### config.mk
export PLATFORM = sky130hd
export DESIGN_NAME = fletcher8_packet_framer_flat
export DESIGN_NICKNAME = d
export VERILOG_FILES = /design/src/rtl/core/fpf_pkg.sv /design/src/rtl/core/fpf_if.sv /design/src/rtl/core/fletcher8_packet_framer.sv /design/src/rtl/core/fpf_engine.sv /design/src/rtl/core/fpf_serializer.sv /design/src/flat_wrapper.sv
export SDC_FILE = /design/constraint.sdc
export NUM_CORES = 1
export LEC_CHECK = 0
export BUFFER_PORTS_ARGS = -buffer_cell sky130_fd_sc_hd__buf_2
export CORE_ASPECT_RATIO = 0.5
export CORE_UTILIZATION = 60
export CTS_CLUSTER_DIAMETER = 60
export DETAILED_ROUTE_END_ITERATION = 8
export PLACE_DENSITY = 0.83
export SKIP_LAST_GASP = 1
export SLEW_MARGIN = 30
export SYNTH_ARGS = -nofsm -noshare
export SYNTH_HDL_FRONTEND = slang
export SYNTH_SLANG_ARGS = --single-unit
### constraint.sdc
create_clock -name clk -period 4.2 [get_ports clk]
set_input_delay 0.84 -clock clk [delete_from_list [all_inputs] [get_ports clk]]
set_output_delay 0.84 -clock clk [all_outputs]
set_load 0.02 [all_outputs]
### src/rtl/core/fpf_pkg.sv
// ----------------------------------------------------------------------------
// fpf_pkg
// Shared types and constants of the fletcher-8 packet framer.
// ----------------------------------------------------------------------------
package fpf_pkg;

    // result group: up to eight bytes produced by one input transaction
    localparam int GRP_DEPTH = 8;
    localparam int IDX_W     = $clog2(GRP_DEPTH);

    // commands
    localparam logic CMD_START   = 1'b0;
    localparam logic CMD_PAYLOAD = 1'b1;

    // status codes
    localparam logic [1:0] ST_OK       = 2'd0;
    localparam logic [1:0] ST_TOO_LONG = 2'd1;
    localparam logic [1:0] ST_NO_FRAME = 2'd2;

    // sync word after reset
    localparam logic [15:0] PREAMBLE_RESET = 16'h62B5;

    typedef logic [7:0] byte_t;

    typedef struct packed {
        byte_t [GRP_DEPTH-1:0] bytes;     // bytes in send order, entry 0 first
        logic  [IDX_W-1:0]     last_idx;  // index of the final entry
        logic                  ends_frame; // final entry carries is_last
        logic  [1:0]           status;
    } fpf_group_t;

endpackage

### src/rtl/core/fpf_if.sv
// ----------------------------------------------------------------------------
// fpf_if
// Valid/ready channel interfaces of the fletcher-8 packet framer.
// ----------------------------------------------------------------------------

// input items: frame start or payload byte
interface fpf_item_if;
    logic        valid;
    logic        ready;
    logic        command;
    logic [15:0] msg_id;
    logic [15:0] payload_length;
    logic [7:0]  data_byte;

    modport source (output valid, command, msg_id, payload_length, data_byte, input ready);
    modport sink   (input valid, command, msg_id, payload_length, data_byte, output ready);
endinterface

// framed output byte stream
interface fpf_stream_if;
    logic       valid;
    logic       ready;
    logic [7:0] out_byte;
    logic       is_last;
    logic [1:0] status;

    modport source (output valid, out_byte, is_last, status, input ready);
    modport sink   (input valid, out_byte, is_last, status, output ready);
endinterface

// preamble register write channel
interface fpf_cfg_if;
    logic        valid;
    logic        ready;
    logic [15:0] data;

    modport source (output valid, data, input ready);
    modport sink   (input valid, data, output ready);
endinterface

### src/rtl/core/fletcher8_packet_framer.sv
// ----------------------------------------------------------------------------
// fletcher8_packet_framer
// Frame builder with preamble, id, length, payload and fletcher-8 checksum.
// ----------------------------------------------------------------------------
// One input transaction is taken per cycle while each produces a single output
// byte and the receiver is ready; a start gives 6 output bytes (8 with zero
// length), the last payload byte 3, errors 1. This rate is set by the output
// group register, which sends one byte per cycle unless stalled and takes the
// next transaction in the same cycle as its final byte leaves. Sums are kept in
// 8-bit registers updated by two adds per payload byte; the preamble register
// is written by the user on cfg only while the block is idle; not enforced.
module fletcher8_packet_framer #(
    parameter int MAX_PAYLOAD = 64
) (
    input  logic          clk,
    input  logic          rst_n,
    fpf_item_if.sink      item,
    fpf_stream_if.source  stream,
    fpf_cfg_if.sink       cfg
);
    import fpf_pkg::*;

    fpf_group_t grp;
    logic       grp_load;
    logic       grp_ready;

    // state and group builder
    fpf_engine #(
        .MAX_PAYLOAD (MAX_PAYLOAD)
    ) u_engine (
        .clk       (clk),
        .rst_n     (rst_n),
        .item      (item),
        .cfg       (cfg),
        .grp_ready (grp_ready),
        .grp_load  (grp_load),
        .grp       (grp)
    );

    // byte sender
    fpf_serializer u_serializer (
        .clk       (clk),
        .rst_n     (rst_n),
        .grp_load  (grp_load),
        .grp       (grp),
        .grp_ready (grp_ready),
        .stream    (stream)
    );

endmodule

### src/rtl/core/fpf_engine.sv
// ----------------------------------------------------------------------------
// fpf_engine
// Frame state, running fletcher sums and result group builder.
// ----------------------------------------------------------------------------
module fpf_engine #(
    parameter int MAX_PAYLOAD = 64
) (
    input  logic               clk,
    input  logic               rst_n,
    fpf_item_if.sink           item,
    fpf_cfg_if.sink            cfg,
    input  logic               grp_ready,
    output logic               grp_load,
    output fpf_pkg::fpf_group_t grp
);
    import fpf_pkg::*;

    localparam int LEFT_W = $clog2(MAX_PAYLOAD + 1);
    localparam logic [15:0] MAX_LEN = 16'(MAX_PAYLOAD);

    logic [15:0]       preamble_reg;
    logic [7:0]        sum_a_reg, sum_a_next;
    logic [7:0]        sum_b_reg, sum_b_next;
    logic [LEFT_W-1:0] bytes_left_reg, bytes_left_next;
    logic              frame_open_reg, frame_open_next;

    logic              accept;
    logic              too_long;
    logic [7:0]        a1, a2, a3, a4, b4;
    logic [7:0]        pa, pb;

    // handshakes
    assign item.ready = grp_ready;
    assign cfg.ready  = 1'b1;
    assign accept     = item.valid && item.ready;
    assign grp_load   = accept;
    assign too_long   = item.payload_length > MAX_LEN;

    // header sums over id and length bytes, from zero
    always_comb
    begin
        a1 = item.msg_id[7:0];
        a2 = a1 + item.msg_id[15:8];
        a3 = a2 + item.payload_length[7:0];
        a4 = a3 + item.payload_length[15:8];
        b4 = a1 + a2 + a3 + a4;
    end

    // payload byte sums
    assign pa = sum_a_reg + item.data_byte;
    assign pb = sum_b_reg + pa;

    // result group and next state
    always_comb
    begin
        grp             = '0;
        grp.status      = ST_OK;
        sum_a_next      = sum_a_reg;
        sum_b_next      = sum_b_reg;
        bytes_left_next = bytes_left_reg;
        frame_open_next = frame_open_reg;
        if (item.command == CMD_START)
        begin
            if (too_long)
            begin
                grp.status      = ST_TOO_LONG;
                bytes_left_next = '0;
                frame_open_next = 1'b0;
            end
            else
            begin
                grp.bytes[0] = preamble_reg[7:0];
                grp.bytes[1] = preamble_reg[15:8];
                grp.bytes[2] = item.msg_id[7:0];
                grp.bytes[3] = item.msg_id[15:8];
                grp.bytes[4] = item.payload_length[7:0];
                grp.bytes[5] = item.payload_length[15:8];
                grp.bytes[6] = a4;
                grp.bytes[7] = b4;
                sum_a_next   = a4;
                sum_b_next   = b4;
                if (item.payload_length == 16'd0)
                begin
                    grp.last_idx    = IDX_W'(7);
                    grp.ends_frame  = 1'b1;
                    bytes_left_next = '0;
                    frame_open_next = 1'b0;
                end
                else
                begin
                    grp.last_idx    = IDX_W'(5);
                    bytes_left_next = item.payload_length[LEFT_W-1:0];
                    frame_open_next = 1'b1;
                end
            end
        end
        else if (!frame_open_reg || bytes_left_reg == '0)
        begin
            grp.status = ST_NO_FRAME;
        end
        else
        begin
            grp.bytes[0] = item.data_byte;
            grp.bytes[1] = pa;
            grp.bytes[2] = pb;
            sum_a_next   = pa;
            sum_b_next   = pb;
            if (bytes_left_reg == LEFT_W'(1))
            begin
                grp.last_idx    = IDX_W'(2);
                grp.ends_frame  = 1'b1;
                bytes_left_next = '0;
                frame_open_next = 1'b0;
            end
            else
            begin
                bytes_left_next = bytes_left_reg - LEFT_W'(1);
            end
        end
    end

    // frame state
    always_ff @(posedge clk or negedge rst_n)
    begin
        if (!rst_n)
        begin
            sum_a_reg      <= '0;
            sum_b_reg      <= '0;
            bytes_left_reg <= '0;
            frame_open_reg <= 1'b0;
        end
        else if (accept)
        begin
            sum_a_reg      <= sum_a_next;
            sum_b_reg      <= sum_b_next;
            bytes_left_reg <= bytes_left_next;
            frame_open_reg <= frame_open_next;
        end
    end

    // preamble register
    always_ff @(posedge clk or negedge rst_n)
    begin
        if (!rst_n)
            preamble_reg <= PREAMBLE_RESET;
        else if (cfg.valid && cfg.ready)
            preamble_reg <= cfg.data;
    end

    // an open frame always expects at least one more byte
    a_open_left: assert property (@(posedge clk) disable iff (!rst_n)
        frame_open_reg == (bytes_left_reg != '0))
        else $error("frame_open and bytes_left disagree");

    // an over-long start closes any frame
    a_long_close: assert property (@(posedge clk) disable iff (!rst_n)
        accept && item.command == CMD_START && too_long |=> !frame_open_reg)
        else $error("frame left open after length error");

    // a payload transaction into an open frame consumes one byte
    a_left_dec: assert property (@(posedge clk) disable iff (!rst_n)
        accept && item.command == CMD_PAYLOAD && frame_open_reg
        |=> bytes_left_reg == $past(bytes_left_reg) - LEFT_W'(1))
        else $error("bytes_left not decremented");

endmodule

### src/rtl/core/fpf_serializer.sv
// ----------------------------------------------------------------------------
// fpf_serializer
// Result group register that sends its bytes one per transaction.
// ----------------------------------------------------------------------------
module fpf_serializer (
    input  logic                clk,
    input  logic                rst_n,
    input  logic                grp_load,
    input  fpf_pkg::fpf_group_t grp,
    output logic                grp_ready,
    fpf_stream_if.source        stream
);
    import fpf_pkg::*;

    fpf_group_t        grp_reg;
    logic              valid_reg;
    logic [IDX_W-1:0]  idx_reg;
    logic              take;
    logic              done;

    // output handshake
    assign take      = stream.valid && stream.ready;
    assign done      = take && idx_reg == grp_reg.last_idx;
    assign grp_ready = !valid_reg || done;

    assign stream.valid    = valid_reg;
    assign stream.out_byte = grp_reg.bytes[idx_reg];
    assign stream.is_last  = grp_reg.ends_frame && idx_reg == grp_reg.last_idx;
    assign stream.status   = grp_reg.status;

    // group payload
    always_ff @(posedge clk)
    begin
        if (grp_load)
            grp_reg <= grp;
    end

    // send control
    always_ff @(posedge clk or negedge rst_n)
    begin
        if (!rst_n)
        begin
            valid_reg <= 1'b0;
            idx_reg   <= '0;
        end
        else if (grp_load)
        begin
            valid_reg <= 1'b1;
            idx_reg   <= '0;
        end
        else if (done)
        begin
            valid_reg <= 1'b0;
        end
        else if (take)
        begin
            idx_reg <= idx_reg + IDX_W'(1);
        end
    end

    // index never runs past the group
    a_idx_range: assert property (@(posedge clk) disable iff (!rst_n)
        valid_reg |-> idx_reg <= grp_reg.last_idx)
        else $error("send index beyond group");

    // is_last only on ok results
    a_last_ok: assert property (@(posedge clk) disable iff (!rst_n)
        valid_reg && stream.is_last |-> stream.status == ST_OK)
        else $error("is_last on error result");

    // group drains when the final byte goes and nothing new arrives
    a_drain: assert property (@(posedge clk) disable iff (!rst_n)
        done && !grp_load |=> !valid_reg)
        else $error("group not released after final byte");

endmodule

### src/flat_wrapper.sv
// flat-port wrapper written by rule: the top's interface ports become plain ports
module fletcher8_packet_framer_flat import fpf_pkg::*;
#(
    parameter int MAX_PAYLOAD = 64
)
  (clk, rst_n, item_valid, item_command, item_msg_id, item_payload_length, item_data_byte, item_ready, stream_valid, stream_out_byte, stream_is_last, stream_status, stream_ready, cfg_valid, cfg_data, cfg_ready);
  fpf_item_if item_i ();
  fpf_stream_if stream_i ();
  fpf_cfg_if cfg_i ();
  input  logic clk;
  input  logic rst_n;
  input wire logic [$bits(item_i.valid)-1:0] item_valid;
  input wire logic [$bits(item_i.command)-1:0] item_command;
  input wire logic [$bits(item_i.msg_id)-1:0] item_msg_id;
  input wire logic [$bits(item_i.payload_length)-1:0] item_payload_length;
  input wire logic [$bits(item_i.data_byte)-1:0] item_data_byte;
  output wire logic [$bits(item_i.ready)-1:0] item_ready;
  output wire logic [$bits(stream_i.valid)-1:0] stream_valid;
  output wire logic [$bits(stream_i.out_byte)-1:0] stream_out_byte;
  output wire logic [$bits(stream_i.is_last)-1:0] stream_is_last;
  output wire logic [$bits(stream_i.status)-1:0] stream_status;
  input wire logic [$bits(stream_i.ready)-1:0] stream_ready;
  input wire logic [$bits(cfg_i.valid)-1:0] cfg_valid;
  input wire logic [$bits(cfg_i.data)-1:0] cfg_data;
  output wire logic [$bits(cfg_i.ready)-1:0] cfg_ready;
  assign item_i.valid = item_valid;
  assign item_i.command = item_command;
  assign item_i.msg_id = item_msg_id;
  assign item_i.payload_length = item_payload_length;
  assign item_i.data_byte = item_data_byte;
  assign item_ready = item_i.ready;
  assign stream_valid = stream_i.valid;
  assign stream_out_byte = stream_i.out_byte;
  assign stream_is_last = stream_i.is_last;
  assign stream_status = stream_i.status;
  assign stream_i.ready = stream_ready;
  assign cfg_i.valid = cfg_valid;
  assign cfg_i.data = cfg_data;
  assign cfg_ready = cfg_i.ready;
  fletcher8_packet_framer #(.MAX_PAYLOAD(MAX_PAYLOAD)) u_core (.clk(clk), .rst_n(rst_n), .item(item_i), .stream(stream_i), .cfg(cfg_i));
endmodule
After elaboration in Yosys (flattened, before gate mapping). Index checks and enable logic that the tools add are counted.

Register bits after elaboration: 114. Bits of input ports: 62. Output and inout bits: 14. Word-level logic and storage cells: 84.

Add/subtract/negate cells: 10. Order comparisons: 2. Eq/ne operators: 6. Muxes and demuxes: 31. Reductions and logical operators: 17.

Operators with widths (count): $add A8 B8 Y8 (8); $mux W28 (2); $mux W8 (7); $mux W7 (5); $mux W30 (1); $bmux W8 S3 (1); $gt A16 B7 Y1 const B (1); $logic_not A16 Y1 (1); $mux W3 (4); $mux W1 (9); $eq A7 B1 Y1 const B (1); $logic_not A7 Y1 (1); $sub A7 B1 Y7 const B (1); $reduce_and A3 Y1 (2); $logic_and A1 B1 Y1 (4); $lt A3 B4 Y1 const B (1); $mux W2 (2); $ne A2 B1 Y1 const B (2); $ne A2 B2 Y1 const B (2); $reduce_and A2 Y1 (2); $reduce_bool A2 Y1 (2); $add A3 B1 Y3 const B (1); $eq A3 B3 Y1 (1); $logic_not A1 Y1 (2); other kinds (2) (3).

Longest topological paths before layout. Gate-level depths: netlist (run 1).

Word-level depth: 6. Mapped depth: 22. Mapped depth without buffers: 22.

By module. A second synthesis (run 1) with hierarchy kept.

Cells, all modules: 684. Area, all modules: 7524.7 um^2.

By module, submodules not included: fpf_engine (times used 1, cells each 550, area each 4609.4 um^2, sequential area each 1011.0 um^2); fpf_serializer (times used 1, cells each 134, area each 2915.3 um^2, sequential area each 2202.1 um^2).

Least setup slack after synthesis (run 1). No wires, ideal clock.

Kind: input-to-reg. From: in item_msg_id[0]. To: reg u_core.u_serializer.grp_reg[69] (netlist name) (data pin). Library setup time: 0.266 ns. Arrival: 5.032 ns. Required time: 3.934 ns. Setup slack: -1.098 ns. Stages: 21. Path buffers: 0. Cell sequence: ha_1 > fa_1 > xor2_1 > ha_1 > nand2_1 > a2bb2oi_1 > a21boi_0 > ha_1 > o21ai_0 > o21ai_0 > a21oi_1 > xor2_1 > fa_1 > inv_1 > ha_1 > o21a_1 > o31a_1 > o32ai_1 > a311oi_1 > xnor2_1 > nor2_1.

Cells in the longest elaborated chain, start to end: 4. Elaborated cells on any way between the ends: 6. Classes of those cells: 6 x add/sub.

RTL lines: start: declaration (line flat_wrapper.sv:14) `input wire logic [$bits(item_i.msg_id)-1:0] item_msg_id;`; $add A8 B8 Y8 (line fpf_engine.sv:43) `a2 = a1 + item.msg_id[15:8];`; $add A8 B8 Y8 (on tied branches) (line fpf_engine.sv:46, fpf_engine.sv:44); $add A8 B8 Y8 (on tied branches) (line fpf_engine.sv:46, fpf_engine.sv:45); $add A8 B8 Y8 * (line fpf_engine.sv:46) `b4 = a1 + a2 + a3 + a4;`; end signal: assignment (line fpf_serializer.sv:35) `grp_reg <= grp;`; end: declaration (line fpf_serializer.sv:15) `fpf_group_t grp_reg;`.

Mark *: on every way between the ends. The rest lies on a longest branch, timed or not. A chain may end at the register's enable or synchronous reset.

Worst setup path after layout (run 1).
From: in item_msg_id[8]. To: reg u_core.u_engine.sum_b_reg[7].

Cells in the longest elaborated chain, start to end: 6. Elaborated cells on any way between the ends: 8. Classes of those cells: 6 x add/sub; 2 x mux.

RTL lines: $add A8 B8 Y8 * (line fpf_engine.sv:43); $add A8 B8 Y8 (on tied branches) (line fpf_engine.sv:46, fpf_engine.sv:44); $add A8 B8 Y8 (on tied branches) (line fpf_engine.sv:46, fpf_engine.sv:45); $add A8 B8 Y8 * (line fpf_engine.sv:46); $mux W8 * (line fpf_engine.sv:64) `if (too_long)`; $mux W8 * (line fpf_engine.sv:62) `if (item.command == CMD_START)`; end signal: assignment (line fpf_engine.sv:135) `sum_b_reg <= sum_b_next;`; end: declaration (line fpf_engine.sv:23) `logic [7:0] sum_b_reg, sum_b_next;`.

Mark *: on every way between the ends. The rest lies on a longest branch, timed or not. The select of a mux whose other input is x is not followed.

==> impl_summary.log, run 1 <==
INFO  metric finalMaxSlewViolations = 0
INFO  metric initialDrtViolationCount = just under 500
INFO  metric ys_warn_count = 0
INFO  metric synth_largest_type_area_fraction = between 20 and 30%
INFO  metric cts.sink_count = 112
INFO  metric synthesis.area = between 7000 and 8000 µm²
INFO  metric drt-wirelength-per-cell = between 20 and 25 µm
INFO  metric post_synth_edffs = 68
INFO  metric yosysSeqAreaShare = between 40% and 50%
INFO  metric first_pass_iters = 5
INFO  metric row_count = 28
INFO  metric final.fill_count = 698
INFO  metric clkLatencyLatePin = roughly 0.35 ns
INFO  metric via_per_inst = 6.17
INFO  metric first_global_vias = around 5,700
INFO  metric diodes = 0
INFO  metric dieHeight = 80.3 µm
INFO  metric synthTopCellsByArea = sky130_fd_sc_hd__edfxtp_1, sky130_fd_sc_hd__dfrtp_1, sky130_fd_sc_hd__ha_1, sky130_fd_sc_hd__fa_1, sky130_fd_sc_hd__mux4_2
INFO  metric max-vdd-ir-drop = about 570 µV
INFO  metric worstPathMaxFanout = 4
INFO  metric timing.reg2reg.worst_path_depth = 12
INFO  metric antenna_violations_before_repair = 0
INFO  metric regToRegStartpoint = u_core.u_engine.sum_a_reg[1]
INFO  metric via_count = around 6,000
INFO  metric route.met2.wl = 9330 µm
INFO  metric power_leakage = slightly above 4 nW
INFO  metric endpoint_kind = register
INFO  metric fin_worst_skew = 0.00629 ns
INFO  metric final_antenna_violating_net_count = 0
INFO  metric route.top_layer_used = met5
INFO  metric gp_routability_congestion = ~0.94
INFO  metric first_pass_grt_wire_length = between 30,000 and 40,000 µm
INFO  metric core-area = 11,900 µm²
INFO  metric setup-violations-final = 10
INFO  metric netlist-cell-type-count = 72
INFO  metric synth.ff_latch_count = approximately 110
INFO  metric area_grow_syn2layout = 26.2%
INFO  metric numPortBuffers = 74
INFO  metric grt_max_degree = 45
INFO  metric fin_crit = 4.99 ns
INFO  metric setup_repair_after_global_routing_missed_its_margin = yes
INFO  metric top_library_cells_by_usage_in_the_layout_fill_and_taps_aside = sky130_fd_sc_hd__buf_4, sky130_fd_sc_hd__buf_2, sky130_fd_sc_hd__edfxtp_1
INFO  metric worst_setup_hold_path_clk_slew = ~0.070 ns
INFO  metric num-nets-final = 927
INFO  metric cts-root-to-sink-buffers = 2
INFO  metric worst_slack = -0.789 ns
INFO  metric initial_core_util = approximately three fifths
INFO  metric max_slew_margin = between 40 and 50%
INFO  metric worst_setup_path_start_kind = primary input
INFO  metric avgSynthCellArea = 11.5 µm²
INFO  metric tightestPinTransition = ~0.86 ns
INFO  metric arrival_time_reported_for_the_critical_path_endpoint = roughly 5.2 ns
INFO  metric post_route_clock_period_utilization = 119%
INFO  metric worstHoldPathType = primary input to asynchronous set/reset pin
INFO  metric report.final.hold_viol_count = 0
INFO  metric grt_overflow = 0
INFO  metric netlist.top_cell.by_area = sky130_fd_sc_hd__edfxtp_1
INFO  metric wl_met3 = about 2300 µm
INFO  metric power.total = approximately 8.0 mW
INFO  metric wirelength_met1 = around 8300 µm
INFO  metric totalWireLength = 20,400 µm
INFO  metric netlist_instances = around 640
INFO  metric powerDensity = ~860 nW/µm²
INFO  metric r2r_setup_slack = between 0.6 and 0.7 ns
INFO  metric remaining_drc_errors = 0
INFO  metric root_buffer = sky130_fd_sc_hd__clkbuf_16
INFO  metric clock_tree.htree_level_count = 3
INFO  metric largest_register_ff_count = 66
INFO  metric layout.cells.most_common = sky130_fd_sc_hd__buf_4
INFO  metric worst_setup_path_startpoint = item_msg_id[8]
INFO  metric max_freq = 200 MHz
INFO  metric final_cells = about 1,000
INFO  metric failed_checks = setup timing
INFO  metric hold_buffers = 0
INFO  metric global_route.usage.total = 33.3%
INFO  metric yosys_most_used_dff = sky130_fd_sc_hd__edfxtp_1
INFO  metric fp.dieArea = 12,700 µm²
INFO  metric num_cts_buffers = 9
INFO  metric cap_viol_max_count = 0
INFO  metric worst_ep_required_time = 4.43 ns
INFO  metric result_of_the_run = finished, violations left
INFO  metric floorplan.die.width = between 150 and 200 µm
INFO  metric dpl.hpwl = approximately 15,000 µm
INFO  metric timing_worst_setup_path_type = primary input to register
INFO  metric tritoncts = yes
INFO  metric async_flop_share = between 30% and 40%
INFO  metric io_pins = 76
INFO  metric rr_endpoint = u_core.u_engine.sum_b_reg[7]
INFO  metric dpl.cell_count = 945
INFO  metric layout-drive-gt1-share = around 39%
cell type report:
class | count | area (µm²) | share of cell area (%)
clock buffer | 12 | 236 | 2.54
sequential | 112 | 3150 | 33.9
tap | 165 | 206 | 2.22
clock inverter | 4 | 30.0 | 0.323
multi-input combinational | 463 | 4350 | 46.8
timing repair buffer | 168 | 1140 | 12.2
inverter | 47 | 179 | 1.93
what timing repair did:
action / 4_1_cts / 5_1_grt
pin swaps: 35 / 27
setup endpoints to repair: 13 / 14
resized for setup: 27 / 28
buffers inserted: 7 / 4
cell families (layout without fill, tap and decap cells):
group / Yosys count / count (layout) / synth area share [%]
flip-flops: 112 / 112 / 42.8
XOR/XNOR: 35 / 35 / 4.45
AND/OR/NAND/NOR: 134 / 134 / 8.87
buffers and inverters: 75 / 231 / 4.59
adder cells (fa/ha/maj): 64 / 64 / 12.7
AO/OA/AOI/OAI: 173 / 173 / 16.9
other: 2 / 10 / 0.102
multiplexers: 47 / 47 / 9.55
worst max path at each step:
stage,end,slack [ns],cells past startpoint
6_report,u_core.u_engine.sum_b_reg[7],-0.79,23
3_3_place_gp,u_core.u_serializer.grp_reg[69],-1.04,21
4_1_cts,u_core.u_engine.sum_b_reg[7],-0.71,23
2_1_floorplan,u_core.u_serializer.grp_reg[69],-0.82,20
3_5_place_dp,u_core.u_serializer.grp_reg[69],-1.17,23
5_1_grt,u_core.u_engine.sum_b_reg[7],-0.99,21
stage by stage:
stage	util (%)	hold slack [ns]	cell area (µm²)	worst slack (ns)	TNS (ns)
floorplan	-	0.451	7580	-0.819	-3.72
finish	78.3	0.498	9290	-0.789	-4.32
global placement	72.7	0.470	8640	-1.04	-8.70
global route	78.3	0.524	9290	-0.987	-6.20
CTS	76.8	0.499	9130	-0.715	-3.79
detailed placement	72.8	0.479	8640	-1.17	-9.88
synthesized netlist by cell type (all sizes together), types with 20 or more instances:
cell type / instances
ha: 46
mux2: 26
dfrtp: 36
a21oi: 36
xnor2: 21
and3: 23
o21ai: 43
a22o: 20
nand2: 31
edfxtp: 68
inv: 47
nor2: 39
routing by layer:
metal	vias up	GRT usage, %
met4	2	7.69
met2	359	52.9
met3	44	9.77
li1	2697	-
met5	-	4.76
met1	2889	44.9
worst max-delay path, stage by stage:
cell and delay (ns):
sky130_fd_sc_hd__buf_6 0.10, sky130_fd_sc_hd__ha_4 0.17, sky130_fd_sc_hd__fa_2 0.34, sky130_fd_sc_hd__buf_4 0.16, sky130_fd_sc_hd__xor2_4 0.16, sky130_fd_sc_hd__ha_4 0.27, sky130_fd_sc_hd__nand2_2 0.09, sky130_fd_sc_hd__a2bb2oi_4 0.19
sky130_fd_sc_hd__a21boi_4 0.24, sky130_fd_sc_hd__ha_4 0.24, sky130_fd_sc_hd__o21ai_2 0.07, sky130_fd_sc_hd__o21ai_1 0.08, sky130_fd_sc_hd__a21oi_1 0.22, sky130_fd_sc_hd__xor2_1 0.24, sky130_fd_sc_hd__fa_1 0.46, sky130_fd_sc_hd__inv_2 0.08
sky130_fd_sc_hd__ha_4 0.20, sky130_fd_sc_hd__o21a_1 0.10, sky130_fd_sc_hd__o31a_1 0.15, sky130_fd_sc_hd__buf_6 0.15, sky130_fd_sc_hd__a311oi_2 0.26, sky130_fd_sc_hd__xnor2_1 0.14, sky130_fd_sc_hd__o311ai_1 0.30
where the power goes:
part           switching, mW  leakage, nW  internal [mW]
clock network          0.388        0.127          0.406
logic                   2.83         2.78           2.71
registers              0.217         1.16           1.39
total                   3.44         4.07           4.51
Note: power is estimated with default switching activity, not from simulation.
==> run 2, diff against run 1 <==
- CORE_UTILIZATION: 60 -> 54
- PLACE_DENSITY: 0.83 -> 0.79
- SETUP_SLACK_MARGIN: default -> 0.15
- clock period: 4.2 -> 4.1 ns (I/O delays scaled with it)
==> run 2 against run 1 <==
  * The flow still finishes with violations (setup timing)
  * First-iteration DRC count is 34% higher
  * Routed wire length up 0.99%
  * Cell area increased by 1.0%
  * Critical path depth increased by 1
  * Via count down 0.70%
  * Clock skew down 0.0019 ns
  * Non-clock buffer count increased by 8
  * Critical path type unchanged
  * Critical endpoint unchanged
  * Largest cell class unchanged
  * Highest routed layer is now met4
==> impl_summary.log, run 2 (synthesis results as in run 1) <==
INFO  metric root_buffer = sky130_fd_sc_hd__clkbuf_16
INFO  metric tightestPinTransition = 0.891 ns (+0.0320 ns)
INFO  metric antenna_violations_before_repair = 0 (unchanged)
INFO  metric layout-drive-gt1-share = 41.4% (+2.1 points)
INFO  metric via_count = 5,949 (-0.70%)
INFO  metric dieHeight = 84.6 µm (+5.3%)
INFO  metric core-area = 13,000 µm² (+9.4%)
INFO  metric fin_crit = a little under 5 ns
INFO  metric first_pass_iters = 5 (unchanged)
INFO  metric grt_max_degree = 45 (unchanged)
INFO  metric seqCellArea = 3150 µm² (about the same)
INFO  metric remaining_drc_errors = 0 (unchanged)
INFO  metric num_cts_buffers = 9 (unchanged)
INFO  metric grt_overflow = 0 (unchanged)
INFO  metric max_freq = between 200 and 250 MHz
INFO  metric cap_viol_max_count = 0 (unchanged)
INFO  metric fin_worst_skew = 0.00436 ns (-0.00193 ns)
INFO  metric endpoint_kind = register
INFO  metric worstPathMaxFanout = 4 (unchanged)
INFO  metric final.fill_count = 878 (+26%)
INFO  metric drt-wirelength-per-cell = 20.9 µm (-0.35%)
INFO  metric worstHoldPathType = primary input to asynchronous set/reset pin
INFO  metric setup-violations-final = 15 (+5)
INFO  metric multi_input_comb_area = 4360 µm² (about the same)
INFO  metric io_pins = 76 (unchanged)
INFO  metric timing.reg2reg.worst_path_depth = 13 (+1)
INFO  metric setup_repair_after_global_routing_missed_its_margin = yes
INFO  metric first_pass_grt_wire_length = 32,100 µm (+5.7%)
INFO  metric power_leakage = 4.11 nW (+0.99%)
INFO  metric totalWireLength = 20,600 µm (+0.99%)
INFO  metric gp_routability_congestion = 0.883 (-5.6%)
INFO  metric finalMaxSlewViolations = 0 (unchanged)
INFO  metric clkLatencyLatePin = 0.35 ns (about the same)
INFO  metric dpl.hpwl = 15,400 µm (+0.40%)
INFO  metric area_grow_syn2layout = 27.5%
INFO  metric result_of_the_run = finished, violations left
INFO  metric tritoncts = yes
INFO  metric initialDrtViolationCount = 648 (+34%)
INFO  metric worst_setup_path_start_kind = primary input
INFO  metric r2r_setup_slack = 0.52 ns (-0.09 ns)
INFO  metric floorplan.die.width = 167 µm (+5.3%)
INFO  metric arrival_time_reported_for_the_critical_path_endpoint = 5.17 ns (-0.05 ns)
INFO  metric final_antenna_violating_net_count = 0 (unchanged)
INFO  metric first_global_vias = 6,004 (+4.6%)
INFO  metric cts.sink_count = 112 (unchanged)
INFO  metric clock_tree.htree_level_count = 3 (unchanged)
INFO  metric timing_worst_setup_path_type = primary input to register
INFO  metric regToRegStartpoint = u_core.u_engine.sum_a_reg[0]
INFO  metric numPortBuffers = 74 (unchanged)
INFO  metric row_count = 29 (+3.6%)
INFO  metric report.final.hold_viol_count = 0 (unchanged)
INFO  metric worst_slack = -0.822 ns (-0.0335 ns)
INFO  metric largest_register_ff_count = 66 (unchanged)
INFO  metric initial_core_util = 56.7% (-5.3 points)
INFO  metric diodes = 0 (unchanged)
INFO  metric worst_ep_required_time = 4.35 ns (-0.08 ns)
INFO  metric num-nets-final = 935 (+0.86%)
INFO  metric worst_setup_hold_path_clk_slew = 0.07 ns (about the same)
INFO  metric max_slew_margin = 40.6% (-1.9 points)
INFO  metric via_per_inst = 6.05 (-2.0%)
INFO  metric max-vdd-ir-drop = 533 µV (-5.8%)
INFO  metric rr_endpoint = u_core.u_serializer.grp_reg[29]
INFO  metric finalSetupTns = -5.87 ns (-1.55 ns)
INFO  metric pre_cts_slack = -1.30 ns (-0.132 ns)
INFO  metric top_library_cells_by_usage_in_the_layout_fill_and_taps_aside = sky130_fd_sc_hd__buf_4, sky130_fd_sc_hd__buf_2, sky130_fd_sc_hd__edfxtp_1
INFO  metric post_route_clock_period_utilization = 120%
INFO  metric failed_checks = setup timing
INFO  metric powerDensity = 894 nW/µm² (+4.5%)
INFO  metric cts-root-to-sink-buffers = 2 (unchanged)
INFO  metric global_route.usage.total = 30.4% (-3.0 points)
INFO  metric fp.dieArea = 14,100 µm² (+11%)
INFO  metric layout.cells.most_common = sky130_fd_sc_hd__buf_4
==> run 2: cell count changes in the layout (fill, tap and decap cells not counted), moves of 2 or more <==
cell                       before  now
sky130_fd_sc_hd__inv_2          6    9
sky130_fd_sc_hd__buf_8          0    2
sky130_fd_sc_hd__buf_4         87   94
sky130_fd_sc_hd__xor2_2         2    5
sky130_fd_sc_hd__xor2_1         9    7
sky130_fd_sc_hd__inv_1         40   37
sky130_fd_sc_hd__clkbuf_1       3    1
==> run 2: what timing repair did <==
| action | in CTS | in global routing |
|---|---|---|
| setup endpoints to repair | 15 | 17 |
| gates resized for setup | 30 | 37 |
| pin swaps | 33 | 16 |
| hold buffers | 0 | 0 |
| gates cloned | 0 | 0 |
| setup buffers | 15 | 4 |
==> run 2: power breakdown <==
| part | switching, mW | total [mW] | internal (mW) | leakage (nW) |
|---|---|---|---|---|
| clock network | 0.423 | 0.844 | 0.422 | 0.131 |
| logic | 2.98 | 5.93 | 2.96 | 2.81 |
| registers | 0.188 | 1.62 | 1.43 | 1.17 |
| total | 3.59 | 8.40 | 4.81 | 4.11 |
==> run 2: cell type report <==
type	count	share of cell area, %
clock buffers	10	2.44
clock inverters	6	0.560
inverters	47	1.91
multi-input cells	463	46.4
flip-flops and latches	112	33.6
well taps	170	2.27
repair buffers	176	12.8
==> run 2: how the worst max path moves through the flow <==
stage	from	endpoint
2_1_floorplan	item_msg_id[0]	u_core.u_serializer.grp_reg[69]
3_3_place_gp	item_msg_id[0]	u_core.u_serializer.grp_reg[69]
3_5_place_dp	item_msg_id[0]	u_core.u_serializer.grp_reg[69]
4_1_cts	item_msg_id[0]	u_core.u_serializer.grp_reg[69]
5_1_grt	item_msg_id[1]	u_core.u_serializer.grp_reg[69]
6_report	item_msg_id[0]	u_core.u_engine.sum_b_reg[7]
==> run 2: worst max-delay path, stage by stage <==
cell,delay (ns)
sky130_fd_sc_hd__buf_8,0.11
sky130_fd_sc_hd__ha_4,0.15
sky130_fd_sc_hd__buf_4,0.13
sky130_fd_sc_hd__a21o_1,0.19
sky130_fd_sc_hd__a21oi_2,0.20
sky130_fd_sc_hd__xnor2_2,0.16
sky130_fd_sc_hd__ha_4,0.25
sky130_fd_sc_hd__nand2_2,0.07
sky130_fd_sc_hd__a2bb2oi_2,0.18
sky130_fd_sc_hd__buf_4,0.14
sky130_fd_sc_hd__a21boi_2,0.04
sky130_fd_sc_hd__nor2_1,0.11
sky130_fd_sc_hd__xnor2_1,0.16
sky130_fd_sc_hd__inv_1,0.08
sky130_fd_sc_hd__fa_1,0.48
sky130_fd_sc_hd__fa_1,0.55
sky130_fd_sc_hd__inv_2,0.05
sky130_fd_sc_hd__ha_4,0.26
sky130_fd_sc_hd__o21a_1,0.11
sky130_fd_sc_hd__o31a_1,0.18
sky130_fd_sc_hd__o32ai_2,0.10
sky130_fd_sc_hd__a311oi_2,0.24
sky130_fd_sc_hd__xnor2_1,0.14
sky130_fd_sc_hd__o311ai_1,0.27
==> run 2: stage by stage <==
step	cells	hold slack, ns	util (%)	cell area (µm²)	power (mW)
after floorplan	650	0.451	-	7580	4.84
after global placement	949	0.472	66.4	8630	6.17
after detailed placement	949	0.475	66.4	8630	6.34
after CTS	980	0.493	70.6	9170	7.69
after global routing	984	0.502	72.3	9390	8.90
final	984	0.457	72.3	9390	8.40
==> run 2: layer usage <==
layer / track usage (%) / part of all wire, % / routed length [µm]
met5: 0 / 0 / 0
met2: 46.8 / 44 / 9120
met3: 8.49 / 8.6 / 1780
met1: 43.1 / 45 / 9320
met4: 6.34 / 1.8 / 366
